## config.mk

```make
export PLATFORM = sky130hd
export DESIGN_NAME = ccm_arith
export DESIGN_NICKNAME = d
export VERILOG_FILES = /design/src/hw/rtl/ccm_pkg.sv /design/src/hw/rtl/ccm_arith.sv
export SDC_FILE = /design/constraint.sdc
export NUM_CORES = 2
export LEC_CHECK = 0
export BUFFER_PORTS_ARGS = -buffer_cell sky130_fd_sc_hd__buf_2
export CAP_MARGIN = 20
export CORE_AREA = 2 2 323 485
export DETAILED_ROUTE_END_ITERATION = 8
export DIE_AREA = 0 0 325 487
export GPL_TIMING_DRIVEN = 0
export PLACE_DENSITY = 0.59
export RECOVER_POWER = 25
export SLEW_MARGIN = 20
export SYNTH_ARGS = -nofsm -noshare
export SYNTH_HDL_FRONTEND = slang
export SYNTH_SLANG_ARGS = --single-unit
```

## constraint.sdc

```tcl
create_clock -name i_clk -period 31.9 [get_ports i_clk]
set_clock_uncertainty 0.15 [all_clocks]
set_input_delay 6.38 -clock i_clk [delete_from_list [all_inputs] [get_ports i_clk]]
set_output_delay 6.38 -clock i_clk [all_outputs]
set_load 0.005 [all_outputs]
```

## src/hw/rtl/ccm_pkg.sv

```systemverilog
// Shared types and constants for the curved crossfade mixer.
// Holds the request payload structs, sequencer states and arithmetic unit commands.
// Depends on nothing; every other file of the block imports it.
`default_nettype none

package ccm_pkg;

    // Fraction bits of the internal unsigned fixed-point format (Q8.56).
    localparam int FRAC = 56;
    localparam logic [63:0] QONE   = 64'h0100_0000_0000_0000;
    localparam logic [63:0] TWO_Q  = 64'h0200_0000_0000_0000;
    localparam logic [63:0] FIVE_Q = 64'h0500_0000_0000_0000;

    localparam logic [22:0] FRAME_LIMIT = 23'd4194304;

    // Series lengths of the exponential and the logarithm.
    localparam logic [5:0] EXP_TERMS = 6'd60;
    localparam logic [5:0] LN_TERMS  = 6'd30;

    // Configuration register indexes.
    localparam logic [2:0] CFG_CURVE_MODE    = 3'd0;
    localparam logic [2:0] CFG_CHANNEL_COUNT = 3'd1;
    localparam logic [2:0] CFG_FRAME_COUNT   = 3'd2;
    localparam logic [2:0] CFG_FRAME_OFFSET  = 3'd3;
    localparam logic [2:0] CFG_SECOND_LENGTH = 3'd4;

    // Curve modes; the unused code behaves as exponential.
    localparam logic [1:0] CURVE_LOG = 2'd1;
    localparam logic [1:0] CURVE_SIG = 2'd2;

    // Phases of the logarithmic curve: ln 2, ln(i+1), ln(N+1).
    localparam logic [1:0] LN_PH_BASE = 2'd0;
    localparam logic [1:0] LN_PH_NUM  = 2'd1;
    localparam logic [1:0] LN_PH_DEN  = 2'd2;

    typedef struct packed {
        logic signed [15:0] sample_first;
        logic signed [15:0] sample_second;
    } t_in;

    typedef struct packed {
        logic signed [15:0] mixed_sample;
        logic               in_range;
        logic               last_sample;
    } t_out;

    typedef enum logic {
        OP_MUL,
        OP_DIV
    } t_arith_op;

    typedef struct packed {
        logic      start;
        t_arith_op op;
        logic      frac;
    } t_arith_req;

    typedef enum logic [4:0] {
        S_IDLE,
        S_IDX,
        S_T,
        S_SIG,
        S_EXP_INIT,
        S_EXP_MUL,
        S_EXP_DIV,
        S_EXP_END,
        S_SIG_DIV,
        S_LN_SET,
        S_LNU_U,
        S_LNU_SQ,
        S_LNU_MUL,
        S_LNU_DIV,
        S_LN_END,
        S_LN_DIV,
        S_RND,
        S_MIX1,
        S_MIX2,
        S_DONE
    } t_state;

endpackage

`default_nettype wire

```

## src/hw/rtl/ccm_arith.sv

```systemverilog
// Shared multiply and divide unit of the crossfade mixer.
// Multiplies Q8.56 values over four 32x32 partial products, divides one bit a cycle.
// Depends on ccm_pkg.
`default_nettype none

module ccm_arith (
    input  logic                i_clk,
    input  logic                i_rst_n,
    input  ccm_pkg::t_arith_req i_req,
    input  logic [63:0]         i_a,
    input  logic [63:0]         i_b,
    output logic                o_done,
    output logic [63:0]         o_result
);
    import ccm_pkg::*;

    localparam int DDW = 64 + FRAC;
    localparam logic [6:0] LAST_MUL  = 7'd3;
    localparam logic [6:0] LAST_INT  = 7'd63;
    localparam logic [6:0] LAST_FRAC = 7'(DDW - 1);

    logic             r_busy;
    logic             r_done;
    t_arith_op        r_op;
    logic [6:0]       r_cnt;
    logic [6:0]       r_last;
    logic [63:0]      r_a;
    logic [63:0]      r_b;
    logic [127:0]     r_acc;
    logic [63:0]      r_rem;
    logic [DDW-1:0]   r_dd;
    logic [63:0]      r_q;

    logic [31:0]      s_pa;
    logic [31:0]      s_pb;
    logic [63:0]      s_pp;
    logic [127:0]     s_pp_sh;
    logic [64:0]      s_rem2;
    logic             s_ge;

    always_comb begin
        s_pa = r_cnt[1] ? r_a[63:32] : r_a[31:0];
        s_pb = r_cnt[0] ? r_b[63:32] : r_b[31:0];
        s_pp = s_pa * s_pb;
        case (r_cnt[1:0])
            2'd0: begin
                s_pp_sh = {64'd0, s_pp};
            end
            2'd3: begin
                s_pp_sh = {s_pp, 64'd0};
            end
            default: begin
                s_pp_sh = {32'd0, s_pp, 32'd0};
            end
        endcase
        // Restoring division step: the remainder always stays below the divisor.
        s_rem2 = {r_rem, r_dd[DDW-1]};
        s_ge   = s_rem2 >= {1'b0, r_b};
    end

    always_ff @(posedge i_clk) begin
        if (!i_rst_n) begin
            r_busy <= 1'b0;
            r_done <= 1'b0;
        end else begin
            r_done <= 1'b0;
            if (i_req.start) begin
                r_busy <= 1'b1;
            end else if (r_busy && (r_cnt == r_last)) begin
                r_busy <= 1'b0;
                r_done <= 1'b1;
            end
        end
    end

    always_ff @(posedge i_clk) begin
        if (i_req.start) begin
            r_op  <= i_req.op;
            r_a   <= i_a;
            r_b   <= i_b;
            r_cnt <= 7'd0;
            r_acc <= 128'd0;
            r_rem <= 64'd0;
            r_dd  <= {i_a, {FRAC{1'b0}}};
            if (i_req.op == OP_MUL) begin
                r_last <= LAST_MUL;
            end else if (i_req.frac) begin
                r_last <= LAST_FRAC;
            end else begin
                r_last <= LAST_INT;
            end
        end else if (r_busy) begin
            r_cnt <= r_cnt + 7'd1;
            if (r_op == OP_MUL) begin
                r_acc <= r_acc + s_pp_sh;
            end else begin
                r_rem <= s_ge ? 64'(s_rem2 - {1'b0, r_b}) : s_rem2[63:0];
                r_dd  <= r_dd << 1;
                r_q   <= {r_q[62:0], s_ge};
            end
        end
    end

    assign o_done   = r_done;
    assign o_result = (r_op == OP_MUL) ? r_acc[FRAC+63:FRAC] : r_q;

endmodule

`default_nettype wire

```

==> results.py <==
metrics = {
    "outcome": {
        "status": "completed",
    },
    "critical_path": {
        "slowest_stage": "mux2i_1",
        "path_max_fanout": 10,
        "critical_path.top_delay_family": "adder cells",
        "worstSetupEndpointType": "flip-flop",
        "r2r_setup_slack_ns": 14.09,
        "critical-path-max-stage-delay_ns": 1.10,
        "critPathMostFrequentCell": "fa_1",
        "required_ns": 32.30,
        "critPathKind": "reg -> reg",
        "crit_path_start_kind": "flip-flop",
        "cp.arrival_ns": 18.21,
        "path_buf_inv": 10,
    },
    "die": {
        "core-area_sq_mm": 0.154,
        "initial_core_util_pct": 39.7,
        "num_rows": 177,
        "die_h_microns": 487,
        "die_w_microns": 325,
        "die-area_sq_mm": 0.158,
        "io_pins": 198,
    },
    "grt": {
        "overflow": 0,
        "grt.total_usage_pct": 33.7,
        "grt_antenna_before_repair": 9,
        "grt_pass1_wl_mm": 381,
        "grt_pass1_vias": 54400,
        "grt_max_degree": 89,
    },
    "placement": {
        "dp_cells": 9172,
        "placed_cell_area_sq_mm": 0.0658,
        "gp_congestion": 1.04,
        "place_hpwl_mm": 227,
        "io_buffers": 197,
    },
    "synthesis": {
        "async_reset_ff_share_pct": 0,
        "syn_nets": 8359,
        "synth_area_per_cell_sq_um": 8.92,
        "synth-edff-count": 260,
        "ys_seq_elements": 453,
        "ys_seq_area_share_pct": 19.0,
        "synth.distinct_cells": 87,
        "syn-instance-count": 6876,
        "yosysWarnings": 0,
        "synth-main-ff-cell": "edfxtp_1",
        "synthesis.area_sq_mm": 0.0613,
    },
    "route": {
        "avgRoutedWirePerCell_microns": 29.1,
        "vias": 52400,
        "via_per_inst": 5.66,
        "ant_nets": 0,
        "drt_iter0_markers": 4184,
        "dr.pass1.iters": 6,
        "drt-total-wl_mm": 270,
        "post-route-drc-count": 0,
    },
    "timing": {
        "tightest_slew_ns": 1.41,
        "setup_viol": 0,
        "rsz0062_at_grt": "no",
        "hold_viol": 0,
        "relSlewSlack_pct": 5.15,
        "period_minus_slack_ns": 17.81,
        "min_period_over_period_pct": 55.8,
        "fmax_ghz": 0.0561,
        "drv_slew": 0,
        "setup_tns_ns": 0,
    },
    "clock_tree": {
        "clock_path_buffers": 3,
        "cts_max_level": 2,
        "ctsResizeCount": 0,
        "ctsHoldBuffers": 0,
        "cts.sinks": 453,
        "numCtsBuffers": 50,
        "post_cts_buffers": 0,
        "cts_tree": "yes",
        "clk_pin_slew_ns": 0.07,
        "clockRootBuffer": "clkbuf_16",
        "clk_latency_ns": 0.69,
    },
    "cells_and_area": {
        "multi_input_area_sq_mm": 0.0449,
        "nFillCells": 15600,
        "drive_above_1_share_pct": 7.56,
        "final_cells": 9272,
        "final_area_sq_mm": 0.0676,
        "layout_commonest_cell": "inv_1",
        "final_nets": 8651,
        "syn_to_final_growth_pct": 10.2,
        "layout_common_cells": "inv_1 (1001), nand2_1 (968), fa_1 (898), nor2_1 (673), ha_1 (452)",
        "ff_latch_area_sq_mm": 0.0117,
    },
    "flow_run": {
        "drv_cap": 0,
    },
    "hold_path": {
        "hp-class": "reg -> reg",
    },
}
-- state kept, by name, summed over array words and instances, names as in the netlist --
register  flops
r_rem        64
o_done        1
r_last        3
r_op          1
r_cnt         7
r_b          64
r_acc       120
r_dd         64
r_busy        1
r_q          64
r_a          64
-- through the flow --
step | setup slack, ns | util, % | hold slack (ns)
after floorplan | 20.05 | - | 0.270
after global placement | 14.49 | 42.0 | 0.276
after detailed placement | 14.46 | 42.6 | 0.278
after CTS | 14.31 | 43.8 | 0.295
after global routing | 13.74 | 43.8 | 0.301
final | 14.09 | 43.8 | 0.294
-- routing by layer --
| layer | up-vias | part of all wire, % | global-route usage (%) |
|---|---|---|---|
| met4 | 6 | 10 | 28.1 |
| met5 | - | 0.017 | 0 |
| li1 | 23000 | - | - |
| met1 | 26500 | 36 | 37.4 |
| met3 | 791 | 6.0 | 5.06 |
| met2 | 2141 | 48 | 57.1 |
-- cell families after synthesis --
kind of cell	Yosys count	share of synthesized area (%)
flops	453	19.0
compound gates	1201	12.4
mux	242	4.28
xor+xnor	238	3.40
simple gates	2044	14.1
fa+ha+maj	1350	38.5
buf+inv	1348	8.28
-- path summary, 6_finish.rpt --
kind                            depth (start not counted)             startpoint                      end
worst max register to register                         42  r_cnt[1]$_SDFFE_PP0P_  r_acc[119]$_SDFFE_PP0P_
worst min register to register                          0      r_q[21]$_DFFE_PP_        r_q[22]$_DFFE_PP_
worst max-delay path                                   42  r_cnt[1]$_SDFFE_PP0P_  r_acc[119]$_SDFFE_PP0P_
worst min-delay path                                    0      r_q[21]$_DFFE_PP_        r_q[22]$_DFFE_PP_
-- synthesized netlist by cell type (all sizes together), types with 8 or more instances --
cell type	number	area share, %
inv	1003	6.1
nand2	968	5.9
fa	898	29
nor2	674	4.1
ha	452	9.2
a21oi	373	3.0
clkbuf	319	2.0
o21ai	299	2.4
edfxtp	260	13
dfxtp	193	6.3
a21o	161	2.0
mux2	161	3.0
xnor2	147	2.1
xor2	91	1.3
nand4	89	0.91
mux2i	81	1.3
and2	67	0.68
a22o	62	0.89
o21bai	60	0.73
nand3	51	0.42
nor3	45	0.37
a21boi	42	0.51
a31oi	29	0.33
and3	26	0.27
buf	26	0.19
nand2b	25	0.25
nor2b	25	0.25
o21a	25	0.31
a211oi	18	0.23
or3	17	0.17
o31ai	15	0.19
a221oi	14	0.20
and4	14	0.20
o211ai	12	0.16
nor4	11	0.11
o221ai	11	0.16
or4	11	0.14
a221o	8	0.13
or2	8	0.082
-- area by class of cell --
| class | instances | area share, % |
|---|---|---|
| well taps | 2058 | 3.81 |
| inverters | 1003 | 5.57 |
| flip-flops and latches | 453 | 17.3 |
| plain buffers | 345 | 1.97 |
| diodes | 5 | 0.0185 |
| clock inverters | 40 | 0.824 |
| repair buffers | 240 | 2.26 |
| clock buffers | 53 | 1.88 |
| multi-input cells | 5075 | 66.4 |
Power is not shown: default switching activity piles up to over one toggle a cycle in this logic, so the estimate is an artifact.
